`src/rtl/core/dcr_pkg.sv`:
```
// dcr_pkg: shared widths, register codes and pipeline types of the registration core
`default_nettype none
package dcr_pkg;

    localparam int CFG_W      = 20;
    localparam int CFG_IDX_W  = 4;
    localparam int COL_W      = 10;
    localparam int ROW_W      = 9;
    localparam int DEPTH_W    = 16;
    localparam int NUM_W      = 58;
    localparam int DEN_W      = 40;
    localparam int QUO_W      = 43;
    localparam int MAG_W      = 43;
    localparam int PROD_W     = 63;
    localparam int ACC_W      = 64;
    localparam int POS_W      = 39;

    localparam int DEF_FRAME_WIDTH  = 640;
    localparam int DEF_FRAME_HEIGHT = 480;

    localparam logic [MAG_W-1:0] RATIO_LIM = MAG_W'(1) << 42;

    typedef enum logic [CFG_IDX_W-1:0] {
        REG_DFX = 4'd0,
        REG_DFY = 4'd1,
        REG_DCX = 4'd2,
        REG_DCY = 4'd3,
        REG_CFX = 4'd4,
        REG_CFY = 4'd5,
        REG_CCX = 4'd6,
        REG_CCY = 4'd7
    } t_reg_idx;

    localparam logic [CFG_W-1:0] RST_DFX = 20'd100074;
    localparam logic [CFG_W-1:0] RST_DFY = 20'd100074;
    localparam logic [CFG_W-1:0] RST_DCX = 20'd82896;
    localparam logic [CFG_W-1:0] RST_DCY = 20'd60970;
    localparam logic [CFG_W-1:0] RST_CFX = 20'd155123;
    localparam logic [CFG_W-1:0] RST_CFY = 20'd155102;
    localparam logic [CFG_W-1:0] RST_CCX = 20'd81329;
    localparam logic [CFG_W-1:0] RST_CCY = 20'd64849;

    typedef struct packed {
        logic [NUM_W-1:0] num;
        logic [DEN_W-1:0] den;
        logic             neg;
        logic             ovf;
    } t_div_in;

    typedef struct packed {
        logic               neg;
        logic [MAG_W-1:0]   mag;
    } t_ratio;

    typedef struct packed {
        logic               ok;
        logic [DEPTH_W-1:0] depth;
    } t_side;

endpackage
`default_nettype wire

```
`src/rtl/core/dcr_proj.sv`:
```
// dcr_proj: color camera projection, frame test and result register
`default_nettype none
module dcr_proj
    import dcr_pkg::*;
#(
    parameter int FRAME_WIDTH  = DEF_FRAME_WIDTH,
    parameter int FRAME_HEIGHT = DEF_FRAME_HEIGHT
) (
    input  wire logic                i_clk,
    input  wire logic                i_rst_n,
    input  wire logic                i_en,
    input  wire logic                i_valid,
    input  wire t_ratio [1:0]        i_ratio,
    input  wire t_side               i_side,
    input  wire logic [CFG_W-1:0]    i_cfx,
    input  wire logic [CFG_W-1:0]    i_cfy,
    input  wire logic [CFG_W-1:0]    i_ccx,
    input  wire logic [CFG_W-1:0]    i_ccy,
    output logic                     o_valid,
    output logic [COL_W-1:0]         o_col,
    output logic [ROW_W-1:0]         o_row,
    output logic [DEPTH_W-1:0]       o_depth,
    output logic                     o_we
);

    logic             r1_v, r2_v, r3_v, r4_v;
    t_side            r1_side, r2_side, r3_side;
    logic [41:0]      r1_plo [2];
    logic [40:0]      r1_phi [2];
    logic [1:0]       r1_neg, r2_neg;
    logic [PROD_W-1:0] r2_prod [2];
    logic [ACC_W-1:0] r3_acc [2];
    logic [COL_W-1:0]  r4_col;
    logic [ROW_W-1:0]  r4_row;
    logic [DEPTH_W-1:0] r4_depth;
    logic              r4_we;

    logic [CFG_W-1:0]  cf [2];
    logic [CFG_W-1:0]  cc [2];
    logic [36:0]       base [2];
    logic [POS_W-1:0]  pu, pv;
    logic              n_we;

    assign cf[0] = i_cfx;
    assign cf[1] = i_cfy;
    assign cc[0] = i_ccx;
    assign cc[1] = i_ccy;

    for (genvar l = 0; l < 2; l++) begin : g_lane
        assign base[l] = {1'b0, cc[l], 16'b0} + 37'h800000;
        always_ff @(posedge i_clk) begin
            if (i_en) begin
                r1_plo[l]  <= i_ratio[l].mag[21:0] * cf[l];
                r1_phi[l]  <= i_ratio[l].mag[42:22] * cf[l];
                r2_prod[l] <= {21'b0, r1_plo[l]} + {r1_phi[l], 22'b0};
                r3_acc[l]  <= r2_neg[l] ? ({27'b0, base[l]} - {1'b0, r2_prod[l]})
                                        : ({27'b0, base[l]} + {1'b0, r2_prod[l]});
            end
        end
    end

    assign pu   = r3_acc[0][62:24];
    assign pv   = r3_acc[1][62:24];
    assign n_we = r3_side.ok && !r3_acc[0][ACC_W-1] && !r3_acc[1][ACC_W-1]
               && (pu != '0) && (pu < POS_W'(FRAME_WIDTH))
               && (pv != '0) && (pv < POS_W'(FRAME_HEIGHT));

    always_ff @(posedge i_clk) begin
        if (!i_rst_n) begin
            r1_v <= 1'b0;
            r2_v <= 1'b0;
            r3_v <= 1'b0;
            r4_v <= 1'b0;
        end else if (i_en) begin
            r1_v <= i_valid;
            r2_v <= r1_v;
            r3_v <= r2_v;
            r4_v <= r3_v;
        end
    end

    always_ff @(posedge i_clk) begin
        if (i_en) begin
            r1_side  <= i_side;
            r1_neg   <= {i_ratio[1].neg, i_ratio[0].neg};
            r2_side  <= r1_side;
            r2_neg   <= r1_neg;
            r3_side  <= r2_side;
            r4_we    <= n_we;
            r4_col   <= n_we ? pu[COL_W-1:0] : '0;
            r4_row   <= n_we ? pv[ROW_W-1:0] : '0;
            r4_depth <= n_we ? r3_side.depth : '0;
        end
    end

    assign o_valid = r4_v;
    assign o_col   = r4_col;
    assign o_row   = r4_row;
    assign o_depth = r4_depth;
    assign o_we    = r4_we;

endmodule
`default_nettype wire

```
`config.mk`:
```
export PLATFORM = sky130hd
export DESIGN_NAME = dcr_proj
export DESIGN_NICKNAME = d
export VERILOG_FILES = /design/src/rtl/core/dcr_pkg.sv /design/src/rtl/core/dcr_proj.sv
export SDC_FILE = /design/constraint.sdc
export NUM_CORES = 2
export LEC_CHECK = 0
export BUFFER_PORTS_ARGS = -buffer_cell sky130_fd_sc_hd__buf_2
export CORE_MARGIN = 1.5
export CORE_UTILIZATION = 53
export CTS_BUF_LIST = sky130_fd_sc_hd__clkbuf_16
export DETAILED_ROUTE_END_ITERATION = 8
export GPL_ROUTABILITY_DRIVEN = 0
export PLACE_DENSITY_LB_ADDON = 0.1
export SYNTH_ARGS = -nofsm -noshare
export SYNTH_HDL_FRONTEND = slang
export SYNTH_SLANG_ARGS = --single-unit
```
`constraint.sdc`:
```
create_clock -name i_clk -period 10.5 [get_ports i_clk]
set_input_delay 1.575 -clock i_clk [delete_from_list [all_inputs] [get_ports i_clk]]
set_output_delay 1.575 -clock i_clk [all_outputs]
set_load 0.01 [all_outputs]
```
==> impl_results.md <==
* Synth Cell Area at 0.07912 mm²
* CTS resizes at 0
* Final Util at 56.31%
* Vias/cell at 5.500
* Worst Max-Slew Pin Slew at 1.121 ns
* Clock sinks at 467
* DRT Pass-1 Iters at 6
* Period minus WS final at 8.693 ns
* Nets@finish at 10,450
* RSZ-0062 raised after global routing: false
* Chip height at 389.4 µm
* Initial DRC Count at 3,681
* Layout cells sized above 1 at 4.709%
* Synth Flop Type: edfxtp_1
* # DRC at 0
* Area grow syn2layout at 5.348%
* Antenna violations before repair at 10
* Std cell rows at 141
* Total global-route track usage at 27.94%
* Core region area at 0.1480 mm²
* Die area at 0.1516 mm²
* PortBufs at 225
* Dpl hpwl at 160.1 mm
* H-tree depth at 2
* Setup TNS at 0 ns
* Number of CTS-inserted buffers at 51
* Fmax at 0.1150 GHz
* WS Path Type: in -> reg
* Synth Register Bits at 467
* Endpoints failing setup at 0
* Clock buffer depth at 3
* Routed wire length at 205.4 mm
* Worst EP required at 10.85 ns
* Syn_area_per_cell at 9.655 µm²
* Met1 usage at 41.24%
* Period utilization at 82.79%
* Post-DRT Antenna Nets at 0
* Worst skew pair latency at 0.61 ns
* Synth Net Count at 10,510
* Largest net degree at the start of global routing at 142
* Met3 usage at 4.322%
* HP Class: reg -> reg
* Commonest cells after routing, fill and taps aside: inv_1 (1,680), fa_1 (1,390), and2_1 (991)
* First-pass GRT wire length at 331.0 mm
* Synthesized instance count at 8,195
* Biggest area consumer among synthesized cells: fa_1
* Routed wire per std cell at 20.32 µm
* CP Capture Type: flop
* Slew margin rel. at 25.26%
* Final slew viol count at 0
* YS warnings at 0
* Commonest non-fill, non-tap cell in the layout: inv_1
* DR vias at 55,610
* Root Driver: clkbuf_16
* Async set-or-reset flop fraction in the synthesized netlist at 0%
* Die W at 389.4 µm
* Worst Path Max Fanout at 43
* Top cells by area, synth: fa_1 (35%), edfxtp_1 (18%), ha_1 (12%)
* Final Hold Vio Count at 0
* Worst Path Arrival at 9.05 ns
* Postcts setup bufs at 0
* Netlist cell types at 80
* Top Usage Layer GRT: met2
* Startpoint Class: primary input
* Post-synth EDFFs at 463
* Vias in the first global route at 59,140
* Met2 Usage GRT at 43.63%
* Clk pin slew, worst setup/hold paths at 0.06 ns
* Max-cap violation count at 0
* Status: completed
* CTS tree: done
* Clock skew at 0.01254 ns
* Remaining global-route overflow at 0
* CTS Hold Bufs at 0
* Boundary Pins at 226
* Post-synthesis sequential area ratio at 17.67%
* Synth top area share at 35.17%
* Initial Util at 53.45%
-- metal layers --
layer  wire length [µm]  up-vias
li1                   -    25120
met1              94060    28360
met2              91340     1869
met3              15630      261
met4               4367        4
met5                 23        -
-- critical path: stages --
cell and delay, ns:
buf_2 0.82, nand2_1 0.18, fa_1 0.55, fa_1 0.55
fa_1 0.53, inv_1 0.06, fa_1 0.56, fa_1 0.44
fa_1 0.51, inv_1 0.06, fa_1 0.48, inv_1 0.06
ha_1 0.39, and3_1 0.26, nor3b_1 0.23, o211ai_1 0.15
a32o_1 0.30, a31oi_1 0.35, a211o_1 0.19, a21oi_1 0.11
o311ai_0 0.38, a21oi_1 0.15, xnor2_1 0.14
-- per-stage QoR --
stage / instance area, µm² / hold WS [ns] / worst slack (ns) / std cells
floorplan: 79120 / 0.4003 / 2.131 / 8195
global placement: 81610 / 0.4011 / 1.403 / 10010
detailed placement: 81610 / 0.4045 / 1.333 / 10010
CTS: 83340 / 0.4188 / 1.956 / 10110
global route: 83340 / 0.4253 / 1.485 / 10110
finish: 83350 / 0.4148 / 1.807 / 10110
-- cell families (layout without fill, tap and decap cells) --
family | count (synthesis) | count (layout) | share of synthesized area [%]
AND/OR/NAND/NOR | 2446 | 2446 | 15.82
adder cells (fa/ha/maj) | 2124 | 2124 | 46.78
buffers and inverters | 2062 | 2043 | 9.786
AO/OA/AOI/OAI | 760 | 760 | 6.215
flip-flops | 467 | 467 | 17.67
XOR/XNOR | 328 | 328 | 3.631
multiplexers | 8 | 8 | 0.1012
other | 0 | 5 | 0
-- final cells by class --
cell class	count	area [µm²]
sequential	467	13980
inverter	1674	6284
clock buffer	52	1301
clock inverter	42	431.7
fill	13110	64660
antenna	5	12.51
timing repair buffer	275	1524
tap	1930	2415
multi-input combinational	5666	57400
-- synthesized netlist by cell type (27+ instances only) --
cell type / count
nor4_1: 36
a211oi_1: 27
and3_1: 44
o21bai_1: 36
nand4_1: 44
xor2_1: 104
nand2_1: 913
nor2_1: 181
edfxtp_1: 463
inv_1: 1673
nand3_1: 71
and2_1: 991
ha_1: 734
nor2b_1: 41
fa_1: 1390
o21ai_0: 121
nand2b_1: 36
a21oi_1: 240
o21a_1: 29
xnor2_1: 224
nor3_1: 38
clkbuf_1: 380
a21o_1: 116
-- path summary, 6_finish.rpt --
path                                      from              to  slack (ns)  cells after the start
worst max-delay path                  i_cfx[5]   r1_plo[0][39]        1.81                     23
worst max register to register  r2_prod[0][86]  r3_acc[0][116]        6.04                     13
worst min register to register   r1_plo[0][50]  r2_prod[0][71]        0.41                      0
worst min-delay path             r1_plo[0][50]  r2_prod[0][71]        0.41                      0
-- flip-flops by register name, summed over array words and instances (netlist names) --
name	flops
o_col	10
o_valid	1
r3_v	1
r2_side	17
r1_plo	84
o_we	1
o_row	9
r3_acc	80
r1_v	1
r2_v	1
r3_side	17
r2_neg	2
o_depth	16
r1_neg	2
r1_side	17
r1_phi	82
r2_prod	126
Power is not shown: default switching activity piles up to over one toggle a cycle in this logic, so the estimate is an artifact.
