## config.mk

```make
export PLATFORM = sky130hd
export DESIGN_NAME = dcr_front
export DESIGN_NICKNAME = d
export VERILOG_FILES = /design/src/rtl/core/dcr_pkg.sv /design/src/rtl/core/dcr_front.sv
export SDC_FILE = /design/constraint.sdc
export NUM_CORES = 2
export LEC_CHECK = 0
export ABC_AREA = 1
export BUFFER_PORTS_ARGS = -buffer_cell sky130_fd_sc_hd__buf_2
export CAP_MARGIN = 20
export CORE_AREA = 2 2 555 447
export CTS_BUF_LIST = sky130_fd_sc_hd__clkbuf_4 sky130_fd_sc_hd__clkbuf_8 sky130_fd_sc_hd__clkbuf_16
export DETAILED_ROUTE_END_ITERATION = 7
export DIE_AREA = 0 0 557 449
export PLACE_DENSITY = 0.53
export SLEW_MARGIN = 5
export SYNTH_ARGS = -nofsm -noshare
export SYNTH_HDL_FRONTEND = slang
export SYNTH_SLANG_ARGS = --single-unit
```

## constraint.sdc

```tcl
create_clock -name i_clk -period 9.8 [get_ports i_clk]
set_input_delay 1.47 -clock i_clk [delete_from_list [all_inputs] [get_ports i_clk]]
set_output_delay 1.47 -clock i_clk [all_outputs]
set_load 0.1 [all_outputs]
```

## src/rtl/core/dcr_pkg.sv

```systemverilog
// dcr_pkg: shared widths, register codes and pipeline types of the registration core
`default_nettype none
package dcr_pkg;

    localparam int CFG_W      = 20;
    localparam int CFG_IDX_W  = 4;
    localparam int COL_W      = 10;
    localparam int ROW_W      = 9;
    localparam int DEPTH_W    = 16;
    localparam int NUM_W      = 58;
    localparam int DEN_W      = 40;
    localparam int QUO_W      = 43;
    localparam int MAG_W      = 43;
    localparam int PROD_W     = 63;
    localparam int ACC_W      = 64;
    localparam int POS_W      = 39;

    localparam int DEF_FRAME_WIDTH  = 640;
    localparam int DEF_FRAME_HEIGHT = 480;

    localparam logic [MAG_W-1:0] RATIO_LIM = MAG_W'(1) << 42;

    typedef enum logic [CFG_IDX_W-1:0] {
        REG_DFX = 4'd0,
        REG_DFY = 4'd1,
        REG_DCX = 4'd2,
        REG_DCY = 4'd3,
        REG_CFX = 4'd4,
        REG_CFY = 4'd5,
        REG_CCX = 4'd6,
        REG_CCY = 4'd7
    } t_reg_idx;

    localparam logic [CFG_W-1:0] RST_DFX = 20'd100074;
    localparam logic [CFG_W-1:0] RST_DFY = 20'd100074;
    localparam logic [CFG_W-1:0] RST_DCX = 20'd82896;
    localparam logic [CFG_W-1:0] RST_DCY = 20'd60970;
    localparam logic [CFG_W-1:0] RST_CFX = 20'd155123;
    localparam logic [CFG_W-1:0] RST_CFY = 20'd155102;
    localparam logic [CFG_W-1:0] RST_CCX = 20'd81329;
    localparam logic [CFG_W-1:0] RST_CCY = 20'd64849;

    typedef struct packed {
        logic [NUM_W-1:0] num;
        logic [DEN_W-1:0] den;
        logic             neg;
        logic             ovf;
    } t_div_in;

    typedef struct packed {
        logic               neg;
        logic [MAG_W-1:0]   mag;
    } t_ratio;

    typedef struct packed {
        logic               ok;
        logic [DEPTH_W-1:0] depth;
    } t_side;

endpackage
`default_nettype wire

```

## src/rtl/core/dcr_front.sv

```systemverilog
// dcr_front: back-projection numerators and denominators, four stages
`default_nettype none
module dcr_front
    import dcr_pkg::*;
(
    input  wire logic                i_clk,
    input  wire logic                i_rst_n,
    input  wire logic                i_en,
    input  wire logic                i_valid,
    input  wire logic [COL_W-1:0]    i_col,
    input  wire logic [ROW_W-1:0]    i_row,
    input  wire logic [DEPTH_W-1:0]  i_depth,
    input  wire logic [CFG_W-1:0]    i_dfx,
    input  wire logic [CFG_W-1:0]    i_dfy,
    input  wire logic [CFG_W-1:0]    i_dcx,
    input  wire logic [CFG_W-1:0]    i_dcy,
    output logic                     o_valid,
    output t_div_in [1:0]            o_div,
    output t_side                    o_side
);

    logic               r1_v, r2_v, r3_v, r4_v;
    t_side              r1_side, r2_side, r3_side, r4_side;
    logic signed [20:0] r1_dx, r1_dy;
    logic [20:0]        r1_zt;
    logic signed [37:0] r2_pxd, r2_pyd;
    logic [DEN_W-1:0]   r2_denx, r2_deny, r3_denx, r3_deny;
    logic [37:0]        r3_magx, r3_magy;
    logic               r3_negx, r3_negy;
    t_div_in [1:0]      r4_div;

    logic signed [20:0] n_dx, n_dy;
    logic [20:0]        n_zt;
    logic signed [37:0] n_pxd, n_pyd;
    logic [23:0]        n_m15;
    logic [38:0]        n_sx, n_ax;
    logic [37:0]        n_ay;
    logic [NUM_W-1:0]   n_nx, n_ny;

    assign n_dx  = $signed({3'b0, i_col, 8'b0} - {1'b0, i_dcx});
    assign n_dy  = $signed({4'b0, i_row, 8'b0} - {1'b0, i_dcy});
    assign n_zt  = 21'(i_depth) * 21'd10 - 21'd27;
    assign n_pxd = r1_dx * $signed({1'b0, r1_side.depth});
    assign n_pyd = r1_dy * $signed({1'b0, r1_side.depth});
    assign n_m15 = {i_dfx, 4'b0} - {4'b0, i_dfx};
    assign n_sx  = {r2_pxd[37], r2_pxd} + {15'b0, n_m15};
    assign n_ax  = n_sx[38] ? (~n_sx + 39'd1) : n_sx;
    assign n_ay  = r2_pyd[37] ? (~r2_pyd + 38'd1) : r2_pyd;
    // times 10 * 2^16
    assign n_nx  = {1'b0, r3_magx, 19'b0} + {3'b0, r3_magx, 17'b0};
    assign n_ny  = {1'b0, r3_magy, 19'b0} + {3'b0, r3_magy, 17'b0};

    always_ff @(posedge i_clk) begin
        if (!i_rst_n) begin
            r1_v <= 1'b0;
            r2_v <= 1'b0;
            r3_v <= 1'b0;
            r4_v <= 1'b0;
        end else if (i_en) begin
            r1_v <= i_valid;
            r2_v <= r1_v;
            r3_v <= r2_v;
            r4_v <= r3_v;
        end
    end

    always_ff @(posedge i_clk) begin
        if (i_en) begin
            r1_dx         <= n_dx;
            r1_dy         <= n_dy;
            r1_zt         <= n_zt;
            r1_side.depth <= i_depth;
            r1_side.ok    <= (i_depth >= 16'd3) && (i_dfx != '0) && (i_dfy != '0);

            r2_side <= r1_side;
            r2_pxd  <= n_pxd;
            r2_pyd  <= n_pyd;
            r2_denx <= i_dfx * r1_zt[19:0];
            r2_deny <= i_dfy * r1_zt[19:0];

            r3_side <= r2_side;
            r3_denx <= r2_denx;
            r3_deny <= r2_deny;
            r3_magx <= n_ax[37:0];
            r3_negx <= n_sx[38];
            r3_magy <= n_ay;
            r3_negy <= r2_pyd[37];

            r4_side        <= r3_side;
            r4_div[0].num  <= n_nx;
            r4_div[0].den  <= r3_denx;
            r4_div[0].neg  <= r3_negx;
            r4_div[0].ovf  <= {25'b0, n_nx} >= {r3_denx, 43'b0};
            r4_div[1].num  <= n_ny;
            r4_div[1].den  <= r3_deny;
            r4_div[1].neg  <= r3_negy;
            r4_div[1].ovf  <= {25'b0, n_ny} >= {r3_deny, 43'b0};
        end
    end

    assign o_valid = r4_v;
    assign o_div   = r4_div;
    assign o_side  = r4_side;

endmodule
`default_nettype wire

```

==> results summary <==
The run finished with clean final reports. The post-layout net count is 12200. The post-detailed-route DRC marker count came out at 0.

The commonest cells after synthesis are 2819 x sky130_fd_sc_hd__inv_1, 2247 x sky130_fd_sc_hd__nand2_1, 1314 x sky130_fd_sc_hd__fa_1. The first global-routing pass estimated 390 mm of wire. The xor and xnor fraction of the mapped netlist area is 3.87%. The total number of vias came out at 63300. The worst setup path is launched from a flip-flop. The critical path goes through buf_4 > nand2_1 > fa_1 > inv_1 > fa_1 > inv_1 > fa_1 > inv_1 > fa_1 > inv_1 > fa_1 > inv_1 > fa_1 > ha_1 > a21oi_1 > inv_1 > a31oi_1 > a21boi_1 > o21ai_0 > a21boi_1 > o21ai_0 > xor2_1. The first-iteration detailed-routing DRC count is around 4800. Measured against its own limit, the worst slew margin works out to a little under a quarter. The fmax came out at 136 MHz. The buffer and inverter count on the worst path is 7. In this run the worst path has a maximum fanout of 23.

Setup violations remaining at the end of the flow were counted as 0. At the end of the flow the core is filled with cells to around 38%. The summed area of non-filler cells in the final layout came out at between 90000 and 100000 µm². The via count of the first global-routing pass came out at 66200.

The count of synthesis-stage warnings from yosys is 0. Setup repair after global routing left no endpoint under its margin. The synthesized design contains 608 enable-type register cells. The die covers 250000 µm². The post-synthesis area per instance came out at 8.52 µm². Of the total synthesized cell area, the portion taken by AND, OR, NAND and NOR gates is 14.5%. The layout overhead on the synthesized area came out at 8.73%.

Summing the areas of all compound-gate instances in the mapped netlist gives 4.93% of the synthesized area. In this run, synthesis produced a sequential element count of 612. The hold buffer count at CTS came out at 0. The initial utilization of the core area, before any placement, comes to between 30% and 40%. The proportion of layout cells with a drive suffix above 1 came out at about 5.2%. The slowest stage of the critical path belongs to the cell sky130_fd_sc_hd__edfxtp_1.

The number of I/O port buffers is between 300 and 400. The required time of the critical path came out at slightly above 10 ns. The delay of the slowest critical-path stage came out at 0.86 ns. Post-CTS timing repair inserted 0 buffers for setup. The synthesized design spends more area on one cell type than any other, namely sky130_fd_sc_hd__fa_1.

The post-cts repair resize count came out at 0. Entering global routing, the biggest net connects 164 pins. The final number of hold-violating endpoints is 0.

For this run, the detailed router's first-pass iteration total came to 5. The worst clock skew came out at roughly 0.090 ns. The per-cell routed wire length came out at 18.6 µm. The floorplan core area came out at 245000 µm². The floorplan die height is 449 µm. The transition at the pin with the smallest max-transition slack came out at 1.16 ns. CTS saw 612 sinks. The last weighted congestion value of the routability-driven placer is 0.902. The most repeated cell in the gate-level netlist after synthesis is sky130_fd_sc_hd__inv_1. The number of buffers between clock root and the deepest sink is 3. The total routing usage reported by global routing is 20.3%. The worst path uses 74.9% of the clock period. The number of CTS-inserted buffers is 76. The final HPWL from detailed placement is ~200 mm. The adder and majority cell fraction of the synthesized area is 41.0%.

The synthesized netlist contains 57 unique library cells. The clock latency at the later pin of the worst-skew pair is 0.76 ns. The most instantiated flip-flop cell in the synthesis netlist is sky130_fd_sc_hd__edfxtp_1. After synthesis, the largest family of logic cells by area is adder cells. The number of instances in the synthesized netlist came out at around 10000. The average vias per placed instance is 4.70.

The post-route setup TNS came out at 0 ns. The time the worst path needs with I/O delays and setup is between 7 and 8 ns. The dominant delay contributor by cell family on the critical path is adder cells. The tool flagged a number of max-cap violations equal to 0.

The multiplexer fraction of the synthesized cell area is 0%. The placement row count is about 160. The wire length after detailed routing is 251 mm.

The root buffer cell is sky130_fd_sc_hd__clkbuf_16. Clock-pin slew was measured on the worst setup and hold paths at 0.06 ns. After detailed placement, the total cell area comes to 90000 µm². The worst hold path begins at r2_denx[6]$_DFFE_PP_.

After synthesis, the cell types taking the most area are sky130_fd_sc_hd__fa_1 31%, sky130_fd_sc_hd__edfxtp_1 21%, sky130_fd_sc_hd__inv_1 12%. The total standard cell area after synthesis is 85100 µm². The critical path is of the reg2reg type. The share of synthesized area in the top cell type comes to 30.9%. In this run the remaining antenna-violating nets after routing total 0. The horizontal extent of the die came out at 557 µm. The max-slew violation count is 0. The worst setup path is captured at a flip-flop. The CTS tree is done. The fraction of the yosys area taken by sequential cells is 21.5%. The arrival time of data at the critical path endpoint is 7.79 ns. The initial antenna violation count is 32. The startpoint of the most critical register-to-register path is r1_side[8]$_DFFE_PP_. Tracing the worst setup path back leads to its startpoint at r1_side[8]$_DFFE_PP_.

The post-synthesis async set-or-reset flop share came out at 0%. The CTS H-tree depth came out at 3. The number of primary I/O pins is 337. The overall overflow remaining after global route came out at 0. The worst hold path belongs to the class reg2reg.
-- sequential cells by signal, summed over array words and instances (netlist names), 17 cells and up --
signal / flops
r3_deny: 40
r3_side: 17
r2_denx: 40
r3_magx: 38
r3_denx: 40
r1_dy: 21
r1_zt: 18
r2_deny: 40
r2_side: 17
r2_pxd: 38
o_div: 166
o_side: 17
r1_side: 17
r3_magy: 38
r1_dx: 21
r2_pyd: 38
-- kinds of logic after synthesis --
kind of cell / count (synthesis)
AO/OA/AOI/OAI: 742
XOR/XNOR: 376
flip-flops: 612
buffers and inverters: 3185
other: 1
adder cells (fa/ha/maj): 1999
AND/OR/NAND/NOR: 3078
-- layer usage --
| layer | wire [µm] | global-route usage [%] |
|---|---|---|
| met5 | 99 | 0 |
| met4 | 5210 | 4.34 |
| met3 | 20300 | 4.35 |
| met2 | 100000 | 28.5 |
| met1 | 125000 | 31.4 |
-- cell usage in the layout, fill, tap and decap left out, types with 11 or more instances in the layout --
cell                        instances
sky130_fd_sc_hd__xnor2_1          143
sky130_fd_sc_hd__conb_1            34
sky130_fd_sc_hd__a21o_1            28
sky130_fd_sc_hd__buf_2            301
sky130_fd_sc_hd__a21boi_0          16
sky130_fd_sc_hd__xor2_1           233
sky130_fd_sc_hd__inv_1           2819
sky130_fd_sc_hd__fa_1            1314
sky130_fd_sc_hd__o211ai_1          11
sky130_fd_sc_hd__o21ai_0          178
sky130_fd_sc_hd__clkinv_2          13
sky130_fd_sc_hd__o21a_1            25
sky130_fd_sc_hd__o21bai_1          13
sky130_fd_sc_hd__nand3_1          187
sky130_fd_sc_hd__nor2_1           431
sky130_fd_sc_hd__clkinv_1          13
sky130_fd_sc_hd__o21ai_1           19
sky130_fd_sc_hd__edfxtp_1         608
sky130_fd_sc_hd__nand3b_1          16
sky130_fd_sc_hd__nand2_1         2247
sky130_fd_sc_hd__a31oi_1           50
sky130_fd_sc_hd__buf_4             65
sky130_fd_sc_hd__ha_1             685
sky130_fd_sc_hd__nor4_1            32
sky130_fd_sc_hd__a21oi_1          348
sky130_fd_sc_hd__clkbuf_16         76
sky130_fd_sc_hd__nand4_1           69
sky130_fd_sc_hd__nor3_1            52
-- final cells by class --
cell class / count / area, µm²
Timing Repair Buffer: 371 / 2090
Inverter: 2821 / 10600
Clock inverter: 54 / 603
Antenna cell: 7 / 17.5
Sequential cell: 612 / 18300
Multi-Input combinational cell: 6229 / 54800
Clock buffer: 83 / 1950
Tap cell: 3300 / 4130
Fill cell: 25100 / 152000
-- worst register-to-register path, cell delays in order, from the launching register on --
cell	delay, ns
sky130_fd_sc_hd__edfxtp_1	0.86
sky130_fd_sc_hd__buf_4	0.50
sky130_fd_sc_hd__nand2_1	0.15
sky130_fd_sc_hd__fa_1	0.56
sky130_fd_sc_hd__inv_1	0.05
sky130_fd_sc_hd__fa_1	0.49
sky130_fd_sc_hd__inv_1	0.05
sky130_fd_sc_hd__fa_1	0.53
sky130_fd_sc_hd__inv_1	0.05
sky130_fd_sc_hd__fa_1	0.48
sky130_fd_sc_hd__inv_1	0.05
sky130_fd_sc_hd__fa_1	0.47
sky130_fd_sc_hd__inv_1	0.05
sky130_fd_sc_hd__fa_1	0.44
sky130_fd_sc_hd__ha_1	0.37
sky130_fd_sc_hd__a21oi_1	0.15
sky130_fd_sc_hd__inv_1	0.09
sky130_fd_sc_hd__a31oi_1	0.14
sky130_fd_sc_hd__a21boi_1	0.45
sky130_fd_sc_hd__o21ai_0	0.30
sky130_fd_sc_hd__a21boi_1	0.28
sky130_fd_sc_hd__o21ai_0	0.13
sky130_fd_sc_hd__xor2_1	0.48
-- worst paths after layout --
check             slack, ns                   end  cells after the start
setup / recovery       2.46  r2_pxd[28]$_DFFE_PP_                     22
hold / removal         0.40  r3_denx[6]$_DFFE_PP_                      0
setup reg to reg       2.46  r2_pxd[28]$_DFFE_PP_                     22
hold reg to reg        0.40  r3_denx[6]$_DFFE_PP_                      0
-- stage by stage --
stage,setup WS [ns],hold slack [ns],std cells
floorplan,2.49,0.400,10000
global route,2.08,0.421,13500
finish,2.46,0.398,13500
global placement,1.85,0.401,13300
CTS,2.63,0.394,13500
detailed placement,1.84,0.405,13300
Power is not shown: default switching activity piles up to over one toggle a cycle in this logic, so the estimate is an artifact.
